$ cat config.mk
export PLATFORM = sky130hd
export DESIGN_NAME = cluster_dispatch_control_regs
export DESIGN_NICKNAME = d
export VERILOG_FILES = /design/src/design/cdc_pkg.sv /design/src/design/cluster_dispatch_control_regs.sv
export SDC_FILE = /design/constraint.sdc
export NUM_CORES = 1
export LEC_CHECK = 0
export BUFFER_PORTS_ARGS = -buffer_cell sky130_fd_sc_hd__clkbuf_2
export CAP_MARGIN = 0
export CORE_ASPECT_RATIO = 0.75
export CORE_MARGIN = 2
export CORE_UTILIZATION = 54
export DETAILED_ROUTE_END_ITERATION = 16
export PLACE_DENSITY = 0.76
export SETUP_SLACK_MARGIN = 0.02
export SKIP_LAST_GASP = 1
export SYNTH_ARGS = -nofsm -noshare
export SYNTH_HDL_FRONTEND = slang
export SYNTH_SLANG_ARGS = --single-unit
export TNS_END_PERCENT = 100
$ cat constraint.sdc
create_clock -name clk -period 4.63 [get_ports clk]
set_input_delay 0.2315 -clock clk [delete_from_list [all_inputs] [get_ports clk]]
set_output_delay 0.2315 -clock clk [all_outputs]
set_load 0.02 [all_outputs]
$ cat src/design/cdc_pkg.sv
// Shared types and constants for the cluster dispatch control registers.
package cdc_pkg;

    typedef enum logic [1:0] {
        CMD_READ  = 2'd0,
        CMD_WRITE = 2'd1,
        CMD_TICK  = 2'd2,
        CMD_NOP   = 2'd3
    } cmd_t;

    typedef enum logic [1:0] {
        S_IDLE   = 2'b01,
        S_LOOKUP = 2'b10
    } state_t;

    localparam logic [3:0]  LEGAL_SIZE        = 4'd4;
    localparam logic [7:0]  VECTOR_LAST_OFS   = 8'h18;
    localparam logic [2:0]  CLUSTER_BASE_HI   = 3'b010;
    localparam logic [31:0] ENTRY_RESET       = 32'hCC00_0080;
    localparam int          CORE_COUNT_W      = 7;
    localparam logic [CORE_COUNT_W-1:0] CORE_COUNT_RESET = 7'd8;
    localparam int          PADDR_W           = 3;
    localparam logic [PADDR_W-1:0] ADDR_CORE_COUNT = 3'd0;

    localparam logic [2:0] V_CLK_EN  = 3'd0;
    localparam logic [2:0] V_START   = 3'd2;
    localparam logic [2:0] V_DONE    = 3'd6;
    localparam logic [2:0] C_CLK_EN  = 3'd0;
    localparam logic [2:0] C_BINARY  = 3'd1;
    localparam logic [2:0] C_DONE    = 3'd2;
    localparam logic [2:0] C_START   = 3'd5;
    localparam logic [2:0] C_READY   = 3'd6;

endpackage

$ cat src/design/cluster_dispatch_control_regs.sv
// Top level of the cluster dispatch control registers.
// One item (bus read, bus write, clock tick or no-op) is accepted while the block is idle;
// its result then passes from the lookup state into the output register. The register bank
// lives in a synchronous memory with a registered read, and no new item is taken while a
// lookup is under way. A finished result waits in the output register while the next item
// is taken; the lookup of that next item stalls, and with it the input, for as long as the
// waiting result is not taken.
// Done and doorbell pulses stay high until the next tick item. The core count register at
// byte address 0 of the configuration port sets how many boot reports make READY true.
module cluster_dispatch_control_regs (
    input  logic                             clk,
    input  logic                             rst_n,
    input  logic                             in_valid,
    output logic                             in_ready,
    input  logic [1:0]                       command,
    input  logic [7:0]                       byte_offset,
    input  logic [3:0]                       access_size,
    input  logic [31:0]                      write_data,
    output logic                             out_valid,
    input  logic                             out_ready,
    output logic [31:0]                      read_data,
    output logic                             error,
    output logic                             vector_clock_enable,
    output logic                             vector_start_irq,
    output logic                             vector_done_irq,
    output logic                             cluster_clock_enable,
    output logic                             cluster_doorbell,
    output logic                             cluster_done_irq,
    output logic [31:0]                      cluster_entry_point,
    input  logic                             psel,
    input  logic                             penable,
    input  logic                             pwrite,
    input  logic [cdc_pkg::PADDR_W-1:0]      paddr,
    input  logic [31:0]                      pwdata,
    output logic [31:0]                      prdata,
    output logic                             pready
);
    import cdc_pkg::*;

    state_t state_reg, state_next;

    logic [31:0] mem [16];
    logic [15:0] mem_valid_reg;
    logic [31:0] mem_q_reg;

    logic [CORE_COUNT_W-1:0] core_count_reg;
    logic [CORE_COUNT_W-1:0] ready_cnt_reg, ready_cnt_next;
    logic ready_reg, ready_next;
    logic start_reg, start_next;
    logic vclk_reg, vclk_next;
    logic vstart_reg, vstart_next;
    logic vdone_reg, vdone_next;
    logic cclk_reg, cclk_next;
    logic bell_reg, bell_next;
    logic cdone_reg, cdone_next;
    logic [31:0] entry_reg, entry_next;

    logic        lk_sel_mem_reg, lk_valid_reg, lk_err_reg;
    logic [31:0] lk_value_reg;

    logic        out_valid_reg;
    logic [31:0] out_rdata_reg;
    logic        out_err_reg;
    logic [5:0]  out_wires_reg;
    logic [31:0] out_entry_reg;

    logic        accept;
    logic        is_rd, is_wr, size_ok, hit_vec, hit_cl;
    logic [2:0]  idx;
    logic [3:0]  mem_addr;
    logic        acc_err;
    logic        mem_we, mem_re;
    logic        rd_sel_mem;
    logic [31:0] rd_value;
    logic        lookup_done;

    assign accept   = in_valid && in_ready;
    assign in_ready = (state_reg == S_IDLE);
    assign is_rd    = (command == CMD_READ);
    assign is_wr    = (command == CMD_WRITE);
    assign size_ok  = (access_size == LEGAL_SIZE);
    assign idx      = byte_offset[4:2];
    assign hit_vec  = size_ok && (byte_offset[1:0] == 2'b00) && (byte_offset <= VECTOR_LAST_OFS);
    assign hit_cl   = size_ok && (byte_offset[1:0] == 2'b00) && (byte_offset[7:5] == CLUSTER_BASE_HI);
    assign mem_addr = {hit_cl, idx};

    always_comb
    begin
        acc_err = 1'b0;
        if (is_rd || is_wr)
        begin
            if (!size_ok)
            begin
                acc_err = 1'b1;
            end
            else if (hit_vec)
            begin
                if (is_rd)
                begin
                    acc_err = (idx == V_DONE);
                end
                else
                begin
                    acc_err = ((idx == V_CLK_EN) || (idx == V_START)) && (write_data > 32'd1);
                end
            end
        end
    end

    assign mem_we = accept && is_wr && (hit_vec || hit_cl) && !acc_err;

    always_comb
    begin
        rd_sel_mem = 1'b0;
        rd_value   = 32'd0;
        if (is_rd && !acc_err)
        begin
            if (hit_vec)
            begin
                case (idx)
                    V_CLK_EN: rd_value = {31'd0, vclk_reg};
                    V_START:  rd_value = {31'd0, vstart_reg};
                    default:  rd_sel_mem = 1'b1;
                endcase
            end
            else if (hit_cl)
            begin
                case (idx)
                    C_DONE:   rd_value = {31'd0, cdone_reg};
                    C_START:  rd_value = {31'd0, start_reg};
                    C_READY:  rd_value = {31'd0, ready_reg};
                    C_BINARY:
                    begin
                        rd_sel_mem = 1'b1;
                        rd_value   = ENTRY_RESET;
                    end
                    default:  rd_sel_mem = 1'b1;
                endcase
            end
        end
    end

    assign mem_re = accept && rd_sel_mem;

    always_comb
    begin
        ready_cnt_next = ready_cnt_reg;
        ready_next     = ready_reg;
        start_next     = start_reg;
        vclk_next      = vclk_reg;
        vstart_next    = vstart_reg;
        vdone_next     = vdone_reg;
        cclk_next      = cclk_reg;
        bell_next      = bell_reg;
        cdone_next     = cdone_reg;
        entry_next     = entry_reg;
        if (accept)
        begin
            if (command == CMD_TICK)
            begin
                vdone_next = 1'b0;
                cdone_next = 1'b0;
                bell_next  = 1'b0;
            end
            else if (mem_we && hit_vec)
            begin
                case (idx)
                    V_CLK_EN: vclk_next   = write_data[0];
                    V_START:  vstart_next = write_data[0];
                    V_DONE:   vdone_next  = 1'b1;
                    default:  vdone_next  = vdone_reg;
                endcase
            end
            else if (mem_we && hit_cl)
            begin
                case (idx)
                    C_CLK_EN:
                    begin
                        cclk_next      = (write_data != 32'd0);
                        ready_cnt_next = '0;
                        ready_next     = 1'b0;
                    end
                    C_BINARY: entry_next = write_data;
                    C_DONE:   cdone_next = 1'b1;
                    C_START:
                    begin
                        start_next = (write_data != 32'd0);
                        if (write_data != 32'd0)
                        begin
                            bell_next = 1'b1;
                        end
                    end
                    C_READY:
                    begin
                        if (ready_cnt_reg < core_count_reg)
                        begin
                            ready_cnt_next = ready_cnt_reg + CORE_COUNT_W'(1);
                        end
                        if (ready_cnt_next == core_count_reg)
                        begin
                            ready_next = 1'b1;
                        end
                    end
                    default:  entry_next = entry_reg;
                endcase
            end
        end
    end

    always_ff @(posedge clk)
    begin
        if (mem_we)
        begin
            mem[mem_addr] <= write_data;
        end
        if (mem_re)
        begin
            mem_q_reg <= mem[mem_addr];
        end
    end

    always_ff @(posedge clk)
    begin
        if (accept)
        begin
            lk_sel_mem_reg <= rd_sel_mem;
            lk_valid_reg   <= mem_valid_reg[mem_addr];
            lk_err_reg     <= acc_err;
            lk_value_reg   <= rd_value;
        end
    end

    assign lookup_done = (state_reg == S_LOOKUP) && (!out_valid_reg || out_ready);

    always_comb
    begin
        state_next = state_reg;
        case (state_reg)
            S_IDLE:   if (accept) state_next = S_LOOKUP;
            S_LOOKUP: if (lookup_done) state_next = S_IDLE;
            default:  state_next = S_IDLE;
        endcase
    end

    always_ff @(posedge clk or negedge rst_n)
    begin
        if (!rst_n)
        begin
            state_reg      <= S_IDLE;
            mem_valid_reg  <= '0;
            core_count_reg <= CORE_COUNT_RESET;
            ready_cnt_reg  <= '0;
            ready_reg      <= 1'b0;
            start_reg      <= 1'b0;
            vclk_reg       <= 1'b0;
            vstart_reg     <= 1'b0;
            vdone_reg      <= 1'b0;
            cclk_reg       <= 1'b0;
            bell_reg       <= 1'b0;
            cdone_reg      <= 1'b0;
            entry_reg      <= 32'd0;
            out_valid_reg  <= 1'b0;
        end
        else
        begin
            state_reg     <= state_next;
            ready_cnt_reg <= ready_cnt_next;
            ready_reg     <= ready_next;
            start_reg     <= start_next;
            vclk_reg      <= vclk_next;
            vstart_reg    <= vstart_next;
            vdone_reg     <= vdone_next;
            cclk_reg      <= cclk_next;
            bell_reg      <= bell_next;
            cdone_reg     <= cdone_next;
            entry_reg     <= entry_next;
            if (mem_we)
            begin
                mem_valid_reg[mem_addr] <= 1'b1;
            end
            if (psel && penable && pwrite && pready && (paddr == ADDR_CORE_COUNT))
            begin
                core_count_reg <= pwdata[CORE_COUNT_W-1:0];
            end
            if (lookup_done)
            begin
                out_valid_reg <= 1'b1;
            end
            else if (out_ready)
            begin
                out_valid_reg <= 1'b0;
            end
        end
    end

    always_ff @(posedge clk)
    begin
        if (lookup_done)
        begin
            out_rdata_reg <= (lk_sel_mem_reg && lk_valid_reg) ? mem_q_reg : lk_value_reg;
            out_err_reg   <= lk_err_reg;
            out_wires_reg <= {cdone_reg, bell_reg, cclk_reg, vdone_reg, vstart_reg, vclk_reg};
            out_entry_reg <= entry_reg;
        end
    end

    assign out_valid            = out_valid_reg;
    assign read_data            = out_rdata_reg;
    assign error                = out_err_reg;
    assign vector_clock_enable  = out_wires_reg[0];
    assign vector_start_irq     = out_wires_reg[1];
    assign vector_done_irq      = out_wires_reg[2];
    assign cluster_clock_enable = out_wires_reg[3];
    assign cluster_doorbell     = out_wires_reg[4];
    assign cluster_done_irq     = out_wires_reg[5];
    assign cluster_entry_point  = out_entry_reg;

    assign pready = 1'b1;
    assign prdata = (paddr == ADDR_CORE_COUNT) ?
                    {{(32-CORE_COUNT_W){1'b0}}, core_count_reg} : 32'd0;

    a_accept_to_lookup: assert property (@(posedge clk) disable iff (!rst_n)
        accept |=> (state_reg == S_LOOKUP))
        else $error("Accepted item did not start a lookup.");

    a_result_from_lookup: assert property (@(posedge clk) disable iff (!rst_n)
        $rose(out_valid_reg) |-> $past(state_reg == S_LOOKUP))
        else $error("Result appeared without a lookup.");

    a_tick_clears_pulses: assert property (@(posedge clk) disable iff (!rst_n)
        (accept && (command == CMD_TICK)) |=> (!vdone_reg && !cdone_reg && !bell_reg))
        else $error("Tick item left a pulse high.");

    a_bad_enable_dropped: assert property (@(posedge clk) disable iff (!rst_n)
        (accept && is_wr && size_ok && (byte_offset == 8'h00) && (write_data > 32'd1))
        |=> $stable(vclk_reg))
        else $error("Illegal vector clock enable value changed the wire.");

    a_ready_needs_count: assert property (@(posedge clk) disable iff (!rst_n)
        $rose(ready_reg) |-> (ready_cnt_reg == core_count_reg))
        else $error("READY rose before the count was reached.");

endmodule
# [After elaboration in Yosys (flattened, before gate mapping)]
# Memories as Yosys holds them, arrays and structs flattened. A register that Yosys moved wholly into a read port is not among the register bits.
# Index checks and enable logic that the tools add are counted.
[op_classes] order_cmp=5 n_bitwise=3 addsub=1 reduce_logical=50 n_mux=47 eq_ne=15
[op_table] op="32-bit one-hot mux with 4 select lines" n=1
[op_table] op="32-bit two-way mux" n=3
[op_table] op="7-bit two-way mux" n=7
[op_table] op="32-bit by 1-bit > comparator with 1-bit output, second input constant" n=1
[op_table] op="32-bit nonzero test" n=1
[op_table] op="1-bit two-way mux" n=28
[op_table] op="5-bit AND reduction" n=5
[op_table] op="1-bit logical AND" n=18
[op_table] op="16-bit bitwise OR" n=1
[op_table] op="2-bit nonzero test" n=8
[op_table] op="7-bit one-hot mux with 2 select lines" n=1
[op_table] op="4-bit AND reduction" n=3
[op_table] op="8-bit by 5-bit less-or-equal comparator with 1-bit output, second input constant" n=1
[op_table] op="7-bit by 1-bit adder with 7-bit output, second input constant" n=1
[op_table] op="7-bit equality test" n=1
[op_table] op="7-bit < comparator" n=1
[op_table] op="3-bit by 2-bit equality test with 1-bit output, second input constant" n=2
[op_table] op="3-bit equality test, second input constant" n=2
[op_table] op="3-bit logical NOT" n=2
[op_table] op="6-bit AND reduction" n=1
[op_table] op="4-bit by 5-bit < comparator with 1-bit output, second input constant" n=1
[op_table] op="1-bit binary-select mux with 4-bit select" n=1
[op_table] op="1-bit demux with 4-bit select" n=1
[op_table] op="2-bit by 1-bit equality test with 1-bit output, second input constant" n=2
[op_table] op="17 further kinds" n=28
[totals] ramBits=512 n_memories=1 ff_bits=179 output_inout_bits=106
[memory_table] memory="mem" depth=16 width=32 read_ports=1 rd_clocked_by_memory_dff=1 wr=1 line_no="cluster_dispatch_control_regs.sv:42" source="logic [31:0] mem [16];"

# [Depth between registers and ports, before layout]
[depth] depth_word=17 depth_mapped=10 depth_no_buf=8

# [Worst setup path before layout]
# OpenSTA, ideal clock, no wires.
[synth_path] path_type="register -> register" from="reg state_reg[0]" to="mem mem[8][0], enable pin" path_slack_ps=-253 arrival_time_ps=4381 setup_time_ps=502 required_time_ps=4128 path_stages_with_launch=5 period_less_slack_ps=4883 cell_sequence="dfstp_2 -> nand3b_1 -> nor3b_1 -> nand3_2 -> nor4_1"
[synth_between] elab_chain_len=7
[synth_rtl] element="from (decl)" line_no="cluster_dispatch_control_regs.sv:40" source="state_t state_reg, state_next;"
[synth_rtl] element="from (signal assigned)" line_no="cluster_dispatch_control_regs.sv:266" source="state_reg <= state_next;"
[synth_rtl] element="2-bit by 1-bit equality test with 1-bit output" line_no="cluster_dispatch_control_regs.sv:78" source="assign in_ready = (state_reg == S_IDLE);"
[synth_rtl] element="1-bit logical AND" line_no="cluster_dispatch_control_regs.sv:77" source="assign accept = in_valid && in_ready;"
[synth_rtl] element="1-bit logical AND (3 in a row)" line_no="cluster_dispatch_control_regs.sv:110" source="assign mem_we = accept && is_wr && (hit_vec || hit_cl) && !acc_err;"
[synth_rtl] element="1-bit two-way mux" line_no="cluster_dispatch_control_regs.sv:212" source="if (mem_we)"
[synth_rtl] element="1-bit two-way mux (not written as such)" line_no="cluster_dispatch_control_regs.sv:214" source="mem[mem_addr] <= write_data;"
[synth_rtl] element="to (decl)" line_no="cluster_dispatch_control_regs.sv:42"
# Every way passes these cells.

# [Final worst setup path]
[layout_path] from="reg state_reg[0]" to="mem mem[15][16], enable pin"
# Same word-level chain as after synthesis.

==> impl_metrics.yaml <==
run_status:
  status: "finished clean"
cells_and_area:
  layout.core_utilization_pct: 62.8
  area_growth_pct: 15.1
  drive_above_1_share_pct: 33.6
  largest_register_ff_count: 512
  layout.nets: 1544
  largest-register: "mem"
worst_hold_path:
  startpoint_of_the_most_critical_hold_path: "command[0]"
  min_delay_worst_endpoint: "bell_reg"
  hold_depth: 3
  min_path_type: "in -> reg"
power:
  power_density_nw_per_um2: 424
  worst_ir_drop_vdd_mv: 0.241
  p_leak_nw: 10.7
timing:
  post_layout_min_period_ns: 3.42
  timing.final.hold_violations: 0
  timing.clock.skew_ns: 0.0163
  fin_crit_sh_pct: 73.9
  final_max_slew_viol_count: 0
  rsz0062_at_grt: "no"
  final-setup-viol-count: 0
  slew_headroom_pct: 28.7
  clock.fmax_ghz: 0.292
  worst_pin_slew_ns: 1.06
  setup-tns-final_ns: 0
clocking:
  clk_root_buffer_cell: "clkbuf_16"
  tritoncts: "done"
  numClockSinks: 693
  ctsHtreeMaxLevel: 3
  tritoncts_buffers: 67
  cts-root-to-sink-buffers: 3
  ctsResizeCount: 0
  clk-insertion-delay-late_ns: 0.60
  clkSlewWorstSetupHoldPaths_ns: 0.06
logic_synthesis:
  synth_top_area_share_pct: 70.1
  yosysSeqAreaShare_pct: 76.9
  synth_top_cells_by_area: "edfxtp_1 70%, mux4_2 14%, dfrtp_1 6.7%, mux2_2 1.5%, buf_4 0.76%"
  synthDistinctLibCells: 61
  post_synth_instance_area_um2: 26600
  yosysWarnings: 0
  synth_edf_count: 620
  postSynthCellCount: 1221
  syn-mean-instance-area_um2: 21.8
  ys_seq_elements: 693
  postSynth.topFlopCell: "edfxtp_1"
  ys_async_sr_fraction_pct: 10.5
  synth_area_leader_cell: "edfxtp_1"
global_routing:
  groute.usage.overall_pct: 22.7
  grt-ovfl-total: 0
  maximum_number_of_pins_on_one_net_before_global_route_repair: 78
  first_global_vias: 13200
  antenna_found_initial: 1
  grt_pass1_wl_mm: 83.4
route:
  drt_pre_antenna_iters: 5
  vias: 12800
  drc: 0
  finalWirelength_mm: 56.0
  vias_per_cell: 5.94
  antenna_violating_nets_remaining: 0
  avgRoutedWirePerCell_um: 26.1
  detailedRoute.firstIterationViolations: 1322
floorplan:
  die_area_um2: 51000
  design.portCount: 194
  std_cell_rows: 70
  floorplan.initialDensity_pct: 54.6
  design.core.area_um2: 48700
  die-height_um: 196
  floorplan.die.width_um: 260
critical_path:
  timing.critical_path.from_type: "register"
  crit_path_end_kind: "register"
  r2r_cells: 5
  path_max_fanout: 22
  rrSetupSlack_ns: 1.21
  worst-endpoint-arrival_ns: 3.71
  data_required_time_at_the_worst_endpoint_ns: 4.92
  r2r-end: "mem[15][16]"
  critical_path_class: "reg -> reg"
  regToRegStartpoint: "state_reg[0]"
placement:
  buffer_ports.inserted: 142
  routabilityCongestion: 0.774
  detailed_place_hpwl_mm: 30.5
run:
  drv.max_cap_violation_count: 0
[Yosys cell counts, drive strengths merged (5+ instances only)]
cell,instances
edfxtp,620
mux4,165
dfrtp,71
buf,50
mux2,37
and3,29
clkbuf,29
nand2,24
o21ai,24
nor2,22
or2,12
inv,10
nor4,10
nor3,9
and2,8
a21o,7
a21oi,7
ha,7
nand2b,7
xor2,7
nand3,6
nand3b,5
nor2b,5
xnor2,5
[metrics by stage]
| step | hold WS (ns) | cell area [um^2] | setup slack [ns] | power (mW) | instances |
|---|---|---|---|---|---|
| 2_1_floorplan | -0.0641 | 26800 | 0.353 | 7.44 | 1277 |
| 3_3_place_gp | 0.335 | 28300 | 1.32 | 7.63 | 2018 |
| 3_5_place_dp | 0.332 | 28300 | 1.27 | 7.66 | 2018 |
| 4_1_cts | 0.0276 | 30600 | 1.26 | 13.0 | 2150 |
| 5_1_grt | 0.0781 | 30600 | 1.03 | 13.3 | 2151 |
| 6_report | 0.0556 | 30600 | 1.21 | 13.0 | 2151 |
[final cells by class]
cell class	instances	area, um^2
sequential	693	20400
fill	3285	18100
multi-input combinational	494	5980
clock buffer	93	1910
timing repair buffer	182	1120
tap	648	811
clock inverter	29	272
inverter	11	41.3
antenna	1	2.50
[where the power goes]
part           leakage (nW)  total [mW]  switching (mW)  internal [mW]
Combinational          3.02       0.611           0.377          0.234
Sequential             6.61        6.92          0.0313           6.89
Clock                  1.06        5.43            2.27           3.17
Total                  10.7        13.0            2.68           10.3
[metal layers]
layer	wire length (um)	GRT usage (%)
met4	1620	7.26
met3	4110	4.79
met5	0	0
met2	27800	36.2
met1	22500	31.8
[worst max-delay path by stage]
stage                             from  cells past startpoint           to  slack (ns)
final                     state_reg[0]                      5  mem[15][16]        1.21
after CTS                 state_reg[0]                      5  mem[15][16]        1.26
after global routing      state_reg[0]                      5  mem[15][16]        1.03
after global placement    state_reg[0]                      5  mem[15][15]        1.32
after floorplan           state_reg[0]                      5    mem[5][0]        0.35
after detailed placement  state_reg[0]                      5  mem[15][21]        1.27
[worst max-delay path, stage by stage (launching register included)]
cell,delay [ns]
dfstp_2,0.53
nand3b_1,0.24
nor3b_1,0.66
nand3_2,0.46
nor2_4,0.88
buf_4,0.33
[logic make-up after synthesis]
kind of cell	count (synthesis)	synth area share, %
AOI/OAI and AO/OA	55	1.37
xor gates and xnor gates	12	0.395
adders and majority gates	7	0.330
buffers and inverters	90	1.75
DFF	693	76.9
muxes	204	15.7
other	2	0.0283
and+or+nand+nor	158	3.54
[layout by cell type (no fill, tap or decap), types with 7 or more instances in the layout]
cell type,synthesis,layout
conb_1,2,58
or2_2,8,8
clkbuf_2,0,139
nor2_4,2,12
nand2_1,23,23
buf_4,27,26
nand2b_1,7,7
clkbuf_16,0,71
dlygate4sd3_1,0,10
mux4_2,165,165
clkinv_2,0,7
dfrtp_1,71,71
clkbuf_1,29,17
a21oi_1,7,7
xor2_1,7,7
and2_1,8,8
and3_1,29,29
mux2_2,35,35
nor2_1,19,10
edfxtp_1,620,620
o21ai_0,24,24
inv_1,10,10
clkinv_1,1,12
ha_1,7,7
nor4_1,9,8
a21o_1,7,7
[timing repair]
action                                 CTS  global route
endpoints found under the hold margin   55             0
setup buffers                            0             0
hold buffers                            10             0
Power figures use the tool's default switching activity.
